==> config.mk <==
export PLATFORM = sky130hd
export DESIGN_NAME = dfs_next_hop_router
export DESIGN_NICKNAME = d
export VERILOG_FILES = /design/src/sv/dnhr_pkg.sv /design/src/sv/dfs_next_hop_router.sv
export SDC_FILE = /design/constraint.sdc
export NUM_CORES = 1
export LEC_CHECK = 0
export ABC_AREA = 0
export ABC_CLOCK_PERIOD_IN_PS = 11700
export BUFFER_PORTS_ARGS = -buffer_cell sky130_fd_sc_hd__buf_2
export CORE_UTILIZATION = 63
export DETAILED_ROUTE_END_ITERATION = 8
export PLACE_DENSITY = 0.79
export SETUP_SLACK_MARGIN = 0.4
export SLEW_MARGIN = 25
export SYNTH_ARGS = -nofsm -noshare
export SYNTH_HDL_FRONTEND = slang
export SYNTH_SLANG_ARGS = --single-unit
==> constraint.sdc <==
create_clock -name clk_i -period 11.7 [get_ports clk_i]
set_clock_uncertainty 0.15 [all_clocks]
set_input_delay 1.17 -clock clk_i [delete_from_list [all_inputs] [get_ports clk_i]]
set_output_delay 1.17 -clock clk_i [all_outputs]
set_load 0.01 [all_outputs]
==> src/sv/dnhr_pkg.sv <==
package dnhr_pkg;

  localparam int NodeCountDef = 16;
  localparam int MaxDegreeDef = 8;

  localparam int NODE_W   = 4;
  localparam int STATUS_W = 3;

  localparam logic OP_LINK  = 1'b0;
  localparam logic OP_ROUTE = 1'b1;

  localparam logic [STATUS_W-1:0] ST_ADDED   = 3'd0;
  localparam logic [STATUS_W-1:0] ST_FOUND   = 3'd1;
  localparam logic [STATUS_W-1:0] ST_SAME    = 3'd2;
  localparam logic [STATUS_W-1:0] ST_UNREACH = 3'd3;
  localparam logic [STATUS_W-1:0] ST_UNKNOWN = 3'd4;
  localparam logic [STATUS_W-1:0] ST_FULL    = 3'd5;

  typedef struct packed {
    logic              operation;
    logic [NODE_W-1:0] node_a;
    logic [NODE_W-1:0] node_b;
  } in_t;

  typedef struct packed {
    logic [NODE_W-1:0]   next_hop;
    logic [STATUS_W-1:0] status;
  } out_t;

endpackage

==> src/sv/dfs_next_hop_router.sv <==
// Next-hop router over an undirected link table of small node indices.
// Input channel (in_valid_i / in_stall_o / in_data_i) carries one item per
// transfer: operation 0 adds the link node_a--node_b, operation 1 asks for
// the next hop on a depth-first path from node_a to node_b. Every item
// gives exactly one result on the output channel (out_valid_o /
// out_stall_i / out_data_o) with next_hop and status.
// One item is worked on at a time by a single sequencer that reuses one
// list-scan compare unit against the neighbour memory; in_stall_o is high
// from acceptance until the result is loaded into the output register.
// The time for a link grows with len_a + len_b, len being the length of
// each end's neighbour list. A route that a check answers needs no search;
// else its time grows with each search step, each neighbour entry examined
// and each backtrack, and the rescans of the lists at every step set the
// worst case.
// Reset clears the known marks, the visited marks and the path depth; a
// list count reads as zero until its node is known, and the neighbour and
// path memories need no clearing.
// A stalled result holds in the output register; the next item may be
// accepted meanwhile, but its result waits until the register is free.
module dfs_next_hop_router #(
  parameter int NODE_COUNT = dnhr_pkg::NodeCountDef,
  parameter int MAX_DEGREE = dnhr_pkg::MaxDegreeDef
) (
  input  logic           clk_i,
  input  logic           rst_ni,
  input  logic           in_valid_i,
  output logic           in_stall_o,
  input  dnhr_pkg::in_t  in_data_i,
  output logic           out_valid_o,
  input  logic           out_stall_i,
  output dnhr_pkg::out_t out_data_o
);

  localparam int NIW = (NODE_COUNT > 1) ? $clog2(NODE_COUNT) : 1;
  localparam int DW  = $clog2(NODE_COUNT + 1);
  localparam int CW  = $clog2(MAX_DEGREE + 1);
  localparam int AW  = $clog2(NODE_COUNT * MAX_DEGREE);
  localparam int NbrDepth = NODE_COUNT * MAX_DEGREE;

  typedef enum logic [10:0] {
    S_IDLE  = 11'b000_0000_0001,
    S_DISP  = 11'b000_0000_0010,
    S_CNT   = 11'b000_0000_0100,
    S_CLOAD = 11'b000_0000_1000,
    S_SCAN  = 11'b000_0001_0000,
    S_SCMP  = 11'b000_0010_0000,
    S_POP   = 11'b000_0100_0000,
    S_ADEC  = 11'b000_1000_0000,
    S_WA    = 11'b001_0000_0000,
    S_WB    = 11'b010_0000_0000,
    S_DONE  = 11'b100_0000_0000
  } state_e;

  typedef enum logic [1:0] {
    PH_A   = 2'd0,
    PH_B   = 2'd1,
    PH_DFS = 2'd2
  } phase_e;

  state_e state_q, state_d;
  phase_e phase_q;

  dnhr_pkg::in_t  in_q;
  dnhr_pkg::out_t out_data_q;
  logic           out_valid_q;

  logic [NODE_COUNT-1:0] known_q;
  logic [NODE_COUNT-1:0] visited_q;
  logic [DW-1:0]         depth_q;

  logic [NIW-1:0] own_q, tgt_q, hop_q;
  logic [CW-1:0]  cnt_q, cnt_a_q, cnt_b_q, slot_q;
  logic           need_a_q, need_b_q;

  logic [dnhr_pkg::NODE_W-1:0]   res_hop_q;
  logic [dnhr_pkg::STATUS_W-1:0] res_st_q;

  logic [CW-1:0]  cnt_mem [NODE_COUNT];
  logic [NIW-1:0] nbr_mem [NbrDepth];
  logic [NIW-1:0] stk_mem [NODE_COUNT];
  logic [CW-1:0]  cnt_rd_q;
  logic [NIW-1:0] nbr_rd_q, stk_rd_q;

  logic [NIW-1:0] a_idx, b_idx;
  logic           range_ok, route_bad, same_ab;
  logic [CW-1:0]  cnt_eff;
  logic           hit, scan_end, full, out_free, route_go;

  logic           cnt_we, nbr_we, stk_we;
  logic [NIW-1:0] cnt_waddr, stk_waddr, stk_raddr, nbr_wdata, stk_wdata;
  logic [CW-1:0]  cnt_wdata;
  logic [AW-1:0]  nbr_waddr, nbr_raddr;
  logic [DW-1:0]  depth_m2;

  assign a_idx    = NIW'(in_q.node_a);
  assign b_idx    = NIW'(in_q.node_b);
  assign same_ab  = (a_idx == b_idx);
  assign range_ok = (32'(in_q.node_a) < NODE_COUNT) && (32'(in_q.node_b) < NODE_COUNT);
  assign route_bad = !known_q[a_idx] || !known_q[b_idx] || same_ab;
  assign route_go = (state_q == S_DISP) && range_ok &&
                    (in_q.operation == dnhr_pkg::OP_ROUTE) && !route_bad;
  assign cnt_eff  = known_q[own_q] ? cnt_rd_q : '0;
  assign hit      = (phase_q == PH_DFS) ? !visited_q[nbr_rd_q] : (nbr_rd_q == tgt_q);
  assign scan_end = (slot_q == cnt_q);
  assign full     = (need_a_q && (cnt_a_q == CW'(MAX_DEGREE))) ||
                    (need_b_q && (cnt_b_q == CW'(MAX_DEGREE)));
  assign out_free = !out_valid_q || !out_stall_i;

  assign cnt_we    = ((state_q == S_WA) && need_a_q) || ((state_q == S_WB) && need_b_q);
  assign nbr_we    = cnt_we;
  assign cnt_waddr = (state_q == S_WA) ? a_idx : b_idx;
  assign cnt_wdata = ((state_q == S_WA) ? cnt_a_q : cnt_b_q) + CW'(1);
  assign nbr_waddr = (state_q == S_WA) ?
                     AW'(AW'(a_idx) * AW'(MAX_DEGREE) + AW'(cnt_a_q)) :
                     AW'(AW'(b_idx) * AW'(MAX_DEGREE) + AW'(cnt_b_q));
  assign nbr_wdata = (state_q == S_WA) ? b_idx : a_idx;
  assign nbr_raddr = AW'(AW'(own_q) * AW'(MAX_DEGREE) + AW'(slot_q));

  assign stk_we    = route_go || ((state_q == S_SCMP) && (phase_q == PH_DFS) && hit);
  assign stk_waddr = (state_q == S_DISP) ? '0 : depth_q[NIW-1:0];
  assign stk_wdata = (state_q == S_DISP) ? a_idx : nbr_rd_q;
  assign depth_m2  = depth_q - DW'(2);
  assign stk_raddr = depth_m2[NIW-1:0];

  always_comb begin
    state_d = state_q;
    unique case (state_q)
      S_IDLE: begin
        if (in_valid_i) state_d = S_DISP;
      end
      S_DISP: begin
        if (!range_ok) state_d = S_DONE;
        else if (in_q.operation == dnhr_pkg::OP_LINK) state_d = S_CNT;
        else if (route_bad) state_d = S_DONE;
        else state_d = S_CNT;
      end
      S_CNT:   state_d = S_CLOAD;
      S_CLOAD: state_d = S_SCAN;
      S_SCAN: begin
        if (!scan_end) state_d = S_SCMP;
        else begin
          unique case (phase_q)
            PH_A:    state_d = same_ab ? S_ADEC : S_CNT;
            PH_B:    state_d = S_ADEC;
            PH_DFS:  state_d = (depth_q == DW'(1)) ? S_DONE : S_POP;
            default: state_d = S_IDLE;
          endcase
        end
      end
      S_SCMP: begin
        if (!hit) state_d = S_SCAN;
        else begin
          unique case (phase_q)
            PH_A:    state_d = same_ab ? S_ADEC : S_CNT;
            PH_B:    state_d = S_ADEC;
            PH_DFS:  state_d = (nbr_rd_q == b_idx) ? S_DONE : S_CNT;
            default: state_d = S_IDLE;
          endcase
        end
      end
      S_POP:  state_d = S_CNT;
      S_ADEC: state_d = full ? S_DONE : S_WA;
      S_WA:   state_d = S_WB;
      S_WB:   state_d = S_DONE;
      S_DONE: begin
        if (out_free) state_d = S_IDLE;
      end
      default: state_d = S_IDLE;
    endcase
  end

  // control state
  always_ff @(posedge clk_i or negedge rst_ni) begin
    if (!rst_ni) begin
      state_q     <= S_IDLE;
      out_valid_q <= 1'b0;
      known_q     <= '0;
      visited_q   <= '0;
      depth_q     <= '0;
    end else begin
      state_q <= state_d;
      if ((state_q == S_DONE) && out_free) out_valid_q <= 1'b1;
      else if (!out_stall_i) out_valid_q <= 1'b0;
      if (route_go) begin
        visited_q <= NODE_COUNT'(1) << a_idx;
        depth_q   <= DW'(1);
      end
      if ((state_q == S_SCMP) && (phase_q == PH_DFS) && hit) begin
        visited_q[nbr_rd_q] <= 1'b1;
        depth_q             <= depth_q + DW'(1);
      end
      if ((state_q == S_SCAN) && (phase_q == PH_DFS) && scan_end) begin
        depth_q <= depth_q - DW'(1);
      end
      if (state_q == S_WA) begin
        known_q[a_idx] <= 1'b1;
        known_q[b_idx] <= 1'b1;
      end
    end
  end

  // datapath
  always_ff @(posedge clk_i) begin
    unique case (state_q)
      S_IDLE: begin
        if (in_valid_i) in_q <= in_data_i;
      end
      S_DISP: begin
        res_hop_q <= '0;
        need_a_q  <= 1'b0;
        need_b_q  <= 1'b0;
        own_q     <= a_idx;
        tgt_q     <= b_idx;
        if (!range_ok) res_st_q <= dnhr_pkg::ST_UNKNOWN;
        else if (in_q.operation == dnhr_pkg::OP_LINK) phase_q <= PH_A;
        else if (!known_q[a_idx] || !known_q[b_idx]) res_st_q <= dnhr_pkg::ST_UNKNOWN;
        else if (same_ab) res_st_q <= dnhr_pkg::ST_SAME;
        else phase_q <= PH_DFS;
      end
      S_CLOAD: begin
        cnt_q  <= cnt_eff;
        slot_q <= '0;
        if (phase_q == PH_A) cnt_a_q <= cnt_eff;
        if (phase_q == PH_B) cnt_b_q <= cnt_eff;
      end
      S_SCAN: begin
        if (scan_end) begin
          unique case (phase_q)
            PH_A: begin
              need_a_q <= 1'b1;
              own_q    <= b_idx;
              tgt_q    <= a_idx;
              phase_q  <= PH_B;
            end
            PH_B:    need_b_q <= 1'b1;
            PH_DFS:  res_st_q <= dnhr_pkg::ST_UNREACH;
            default: res_st_q <= dnhr_pkg::ST_UNKNOWN;
          endcase
        end
      end
      S_SCMP: begin
        if (!hit) slot_q <= slot_q + CW'(1);
        else begin
          unique case (phase_q)
            PH_A: begin
              need_a_q <= 1'b0;
              own_q    <= b_idx;
              tgt_q    <= a_idx;
              phase_q  <= PH_B;
            end
            PH_B: need_b_q <= 1'b0;
            PH_DFS: begin
              own_q <= nbr_rd_q;
              if (depth_q == DW'(1)) hop_q <= nbr_rd_q;
              if (nbr_rd_q == b_idx) begin
                res_st_q  <= dnhr_pkg::ST_FOUND;
                res_hop_q <= dnhr_pkg::NODE_W'((depth_q == DW'(1)) ? nbr_rd_q : hop_q);
              end
            end
            default: res_st_q <= dnhr_pkg::ST_UNKNOWN;
          endcase
        end
      end
      S_POP: own_q <= stk_rd_q;
      S_ADEC: begin
        if (full) res_st_q <= dnhr_pkg::ST_FULL;
      end
      S_WB: res_st_q <= dnhr_pkg::ST_ADDED;
      S_DONE: begin
        if (out_free) begin
          out_data_q.next_hop <= res_hop_q;
          out_data_q.status   <= res_st_q;
        end
      end
      default: ;
    endcase
  end

  always_ff @(posedge clk_i) begin
    if (cnt_we) cnt_mem[cnt_waddr] <= cnt_wdata;
    cnt_rd_q <= cnt_mem[own_q];
  end

  always_ff @(posedge clk_i) begin
    if (nbr_we) nbr_mem[nbr_waddr] <= nbr_wdata;
    nbr_rd_q <= nbr_mem[nbr_raddr];
  end

  always_ff @(posedge clk_i) begin
    if (stk_we) stk_mem[stk_waddr] <= stk_wdata;
    stk_rd_q <= stk_mem[stk_raddr];
  end

  assign in_stall_o  = (state_q != S_IDLE);
  assign out_valid_o = out_valid_q;
  assign out_data_o  = out_data_q;

endmodule

==> results.yml <==
global_route:
  grt.busiest_layer: "met2"
  antenna_found_initial: 1
  global_route.overflow_total: 0
  first_global_vias: 17200
  gr-usage-met2_pct: 48.0
  groute.usage.overall_pct: 30.2
  use_met1_pct: 43.3
  grt_start_max_net_pins: 129
  use_met3_pct: 4.87
  grt_first_pass_wirelength_um: 111000
floorplan:
  floorplan.core_area_mm2: 0.0492
  initial_core_util_pct: 64.2
  placementRows: 81
  chipHeight_um: 226
  io-pin-count: 22
  dieArea_mm2: 0.0510
  floorplan.die.width_um: 226
yosys:
  synthAdderAreaFrac_pct: 0.555
  synth_warnings: 0
  postSynthAreaPerCell_um2: 18.0
  combinational_family_with_the_most_area_after_synthesis: "multiplexers"
  synth_enable_flop_cells: 695
  post_synth_xor_area_fraction_pct: 0.860
  synth_compound_gate_area_share_pct: 2.92
  synth_commonest_cells: "695 x sky130_fd_sc_hd__edfxtp_1, 216 x sky130_fd_sc_hd__mux4_2, 185 x sky130_fd_sc_hd__nor2_1"
  synth_largest_area_cell: "sky130_fd_sc_hd__edfxtp_1"
  synth_cell_types: 75
  synth_simple_gate_area_share_pct: 6.85
  synth_area_mm2: 0.0316
  multiplexer_area_fraction_after_synthesis_pct: 16.4
  synthesis.instances: 1753
  mappedNetlistNets: 1780
  post-synth-top-area-fraction_pct: 66.1
  synth_ff_type: "sky130_fd_sc_hd__edfxtp_1"
  register_area_share_after_synthesis_pct: 70.7
  yosys.cell_count.top_type: "sky130_fd_sc_hd__edfxtp_1"
  yosys_register_bits: 756
  synth.top_cells.by_area: "sky130_fd_sc_hd__edfxtp_1 66%, sky130_fd_sc_hd__mux4_2 15%, sky130_fd_sc_hd__dfrtp_1 3.8%, sky130_fd_sc_hd__nor2_1 2.2%, sky130_fd_sc_hd__nand2_1 1.1%"
  async_flop_share_pct: 6.48
sta:
  post-route-min-period_ns: 5.00
  setup_viol: 0
  maxSlewHeadroom_pct: 30.9
  worst-slew-pin-transition_ns: 1.03
  fin_tns_setup_ns: 0
  final_min_period_over_clock_period_pct: 42.8
  hold_violations: 0
  maxClockFrequency_mhz: 200
  slew_violations: 0
  worst_hold_slack_ns: 0.264
  setup_repair_after_global_routing_missed_its_margin: "no"
worst_setup_path:
  crit_path_max_fanout: 19
  worst-endpoint-required_ns: 11.81
  worstSetupStartpointType: "flop"
  crit_path_arrival_time_ns: 5.12
  timing.setup.critical_path_class: "reg2reg"
  critPathCaptureType: "flop"
power:
  power.share.switching_pct: 24.4
  power.share.clock_pct: 38.9
  power.internal_mw: 4.68
  p_leak_nw: 11.2
  ir_drop_mv: 0.145
  combinationalPowerShare_pct: 9.1
  cellPowerDensity_mw_per_mm2: 178
  netSwitchingPower_mw: 1.51
  seq_power_share_pct: 52.0
cts:
  cts.repair.resized: 0
  clock_tree.buffer_depth: 3
  clk_pin_slew_ns: 0.07
  post_cts_hold_buffer_count: 0
  h_tree_depth: 3
  clock_latency_of_the_later_clocked_register_in_the_worst_skew_pair_ns: 0.62
  cts_num_sinks: 756
  number_of_buffers_added_by_the_clock_tree_synthesis_step: 74
  cts_tree: "built"
  cts_root_buffer: "sky130_fd_sc_hd__clkbuf_16"
  cts.repair_timing.setup_buffer_count: 0
final_layout:
  layout.nets: 1802
  diodes: 0
  synthToLayoutAreaGrowth_pct: 10.2
  finalInstanceArea_mm2: 0.0348
  final_layout_size_suffix_gt1_share_pct: 22.4
route:
  drt.antenna.violating_nets: 0
  detail_route.vias_per_cell: 6.92
  dr.pass1.iters: 5
  drcViolationCount: 0
  vias: 17300
  drt_iter0_markers: 2374
  wl_um: 73600
  drt-wirelength-per-cell_um: 29.5
worst_hold_path:
  hold_path.class: "reg2reg"
run_status:
  outcome: "complete, no violations"
placement:
  post-dp-hpwl_um: 42200
  port-buffer-count: 21
  gp_congestion: 0.941
  dpl_cell_area_mm2: 0.0323
run:
  cap_violations: 0
metrics by stage:
stage                     setup WS [ns]  std cells  total power [mW]  utilization, %
after CTS                          6.86       2496              6.20            70.7
after global routing               6.48       2496              6.35            70.8
after floorplan                    3.60       1753              3.61               -
after detailed placement           6.97       2363              3.83            65.8
after global placement             7.19       2362              3.81            65.8
final                              6.70       2496              6.20            70.8
kinds of logic after synthesis:
logic type | count (synthesis)
AOI/OAI and AO/OA | 138
buffers and inverters | 119
adders and majority gates | 14
and+or+nand+nor | 448
xor gates and xnor gates | 31
DFF | 756
muxes | 247
path summary, 6_finish.rpt:
kind,startpoint,cells after the start,slack [ns],end
max,state_q[7],7,6.70,nbr_mem[112][0]
min,res_hop_q[0],0,0.26,out_data_o[3]
max reg2reg,state_q[7],7,6.70,nbr_mem[112][0]
min reg2reg,res_hop_q[0],0,0.26,out_data_o[3]
max in group asynchronous,rst_ni,2,10.40,depth_q[1]
min in group asynchronous,rst_ni,2,0.52,out_valid_o
layer usage:
metal	share of wire (%)	vias to the layer above	wire length, µm
li1	-	7084	-
met1	38	8920	28100
met5	0	-	0
met3	9.5	165	7000
met2	49	1114	36200
met4	3.1	0	2290
cell usage in the layout (no fill, tap or decap), types with 12 or more instances in the layout:
cell type                   Yosys  final
sky130_fd_sc_hd__edfxtp_1     695    695
sky130_fd_sc_hd__mux4_2       216    216
sky130_fd_sc_hd__nor2_1       185    185
sky130_fd_sc_hd__nand2_1       91     88
sky130_fd_sc_hd__clkbuf_16      0     76
sky130_fd_sc_hd__dfrtp_1       48     47
sky130_fd_sc_hd__nand3_1       32     32
sky130_fd_sc_hd__o21ai_0       26     24
sky130_fd_sc_hd__mux2i_1       22     22
sky130_fd_sc_hd__buf_4          4     22
sky130_fd_sc_hd__buf_2         30     21
sky130_fd_sc_hd__o22ai_1       20     20
sky130_fd_sc_hd__a21oi_1       19     19
sky130_fd_sc_hd__inv_1         18     18
sky130_fd_sc_hd__and2_1        18     18
sky130_fd_sc_hd__and3_1        17     17
sky130_fd_sc_hd__xor2_1        18     17
sky130_fd_sc_hd__nor3_1        16     16
sky130_fd_sc_hd__o21bai_1      16     16
sky130_fd_sc_hd__clkbuf_1      52     15
sky130_fd_sc_hd__ha_1          14     14
sky130_fd_sc_hd__nor4_1        12     12
sky130_fd_sc_hd__xnor2_1       13     12
sky130_fd_sc_hd__a31oi_1       12     12
sky130_fd_sc_hd__dfxtp_1       12     12
flip-flops by register name, indices dropped and copies added, names as in the netlist, 5 cells and up:
| register | count |
|---|---|
| nbr_mem | 512 |
| state_q | 11 |
| out_data_o | 7 |
| depth_q | 5 |
| stk_mem | 64 |
| visited_q | 16 |
| known_q | 16 |
| cnt_mem | 64 |
power by group through the flow:
| stage | registers (mW) | clock network, mW | logic, mW |
|---|---|---|---|
| after global placement | 3.27 | 0 | 0.539 |
| final | 3.22 | 2.41 | 0.567 |
| after detailed placement | 3.27 | 0 | 0.552 |
| after CTS | 3.22 | 2.43 | 0.560 |
| after global routing | 3.22 | 2.52 | 0.602 |
| after floorplan | 3.22 | 0 | 0.393 |
layout make-up:
cell class | count | area [µm²]
multi-input cells | 878 | 8810
clock inverters | 38 | 425
fillers | 2876 | 14300
inverters | 19 | 71.3
clock buffers | 95 | 2010
flip-flops and latches | 756 | 22300
well taps | 664 | 831
repair buffers | 46 | 317
critical path: stages (launching register included):
cell	delay, ns
sky130_fd_sc_hd__dfrtp_1	0.47
sky130_fd_sc_hd__nor4_2	0.65
sky130_fd_sc_hd__and4_1	0.87
sky130_fd_sc_hd__mux2i_2	0.89
sky130_fd_sc_hd__inv_1	0.28
sky130_fd_sc_hd__a21oi_4	0.29
sky130_fd_sc_hd__nand3_2	0.49
sky130_fd_sc_hd__nor2_1	0.54
Note: power is estimated with default switching activity, not from simulation.
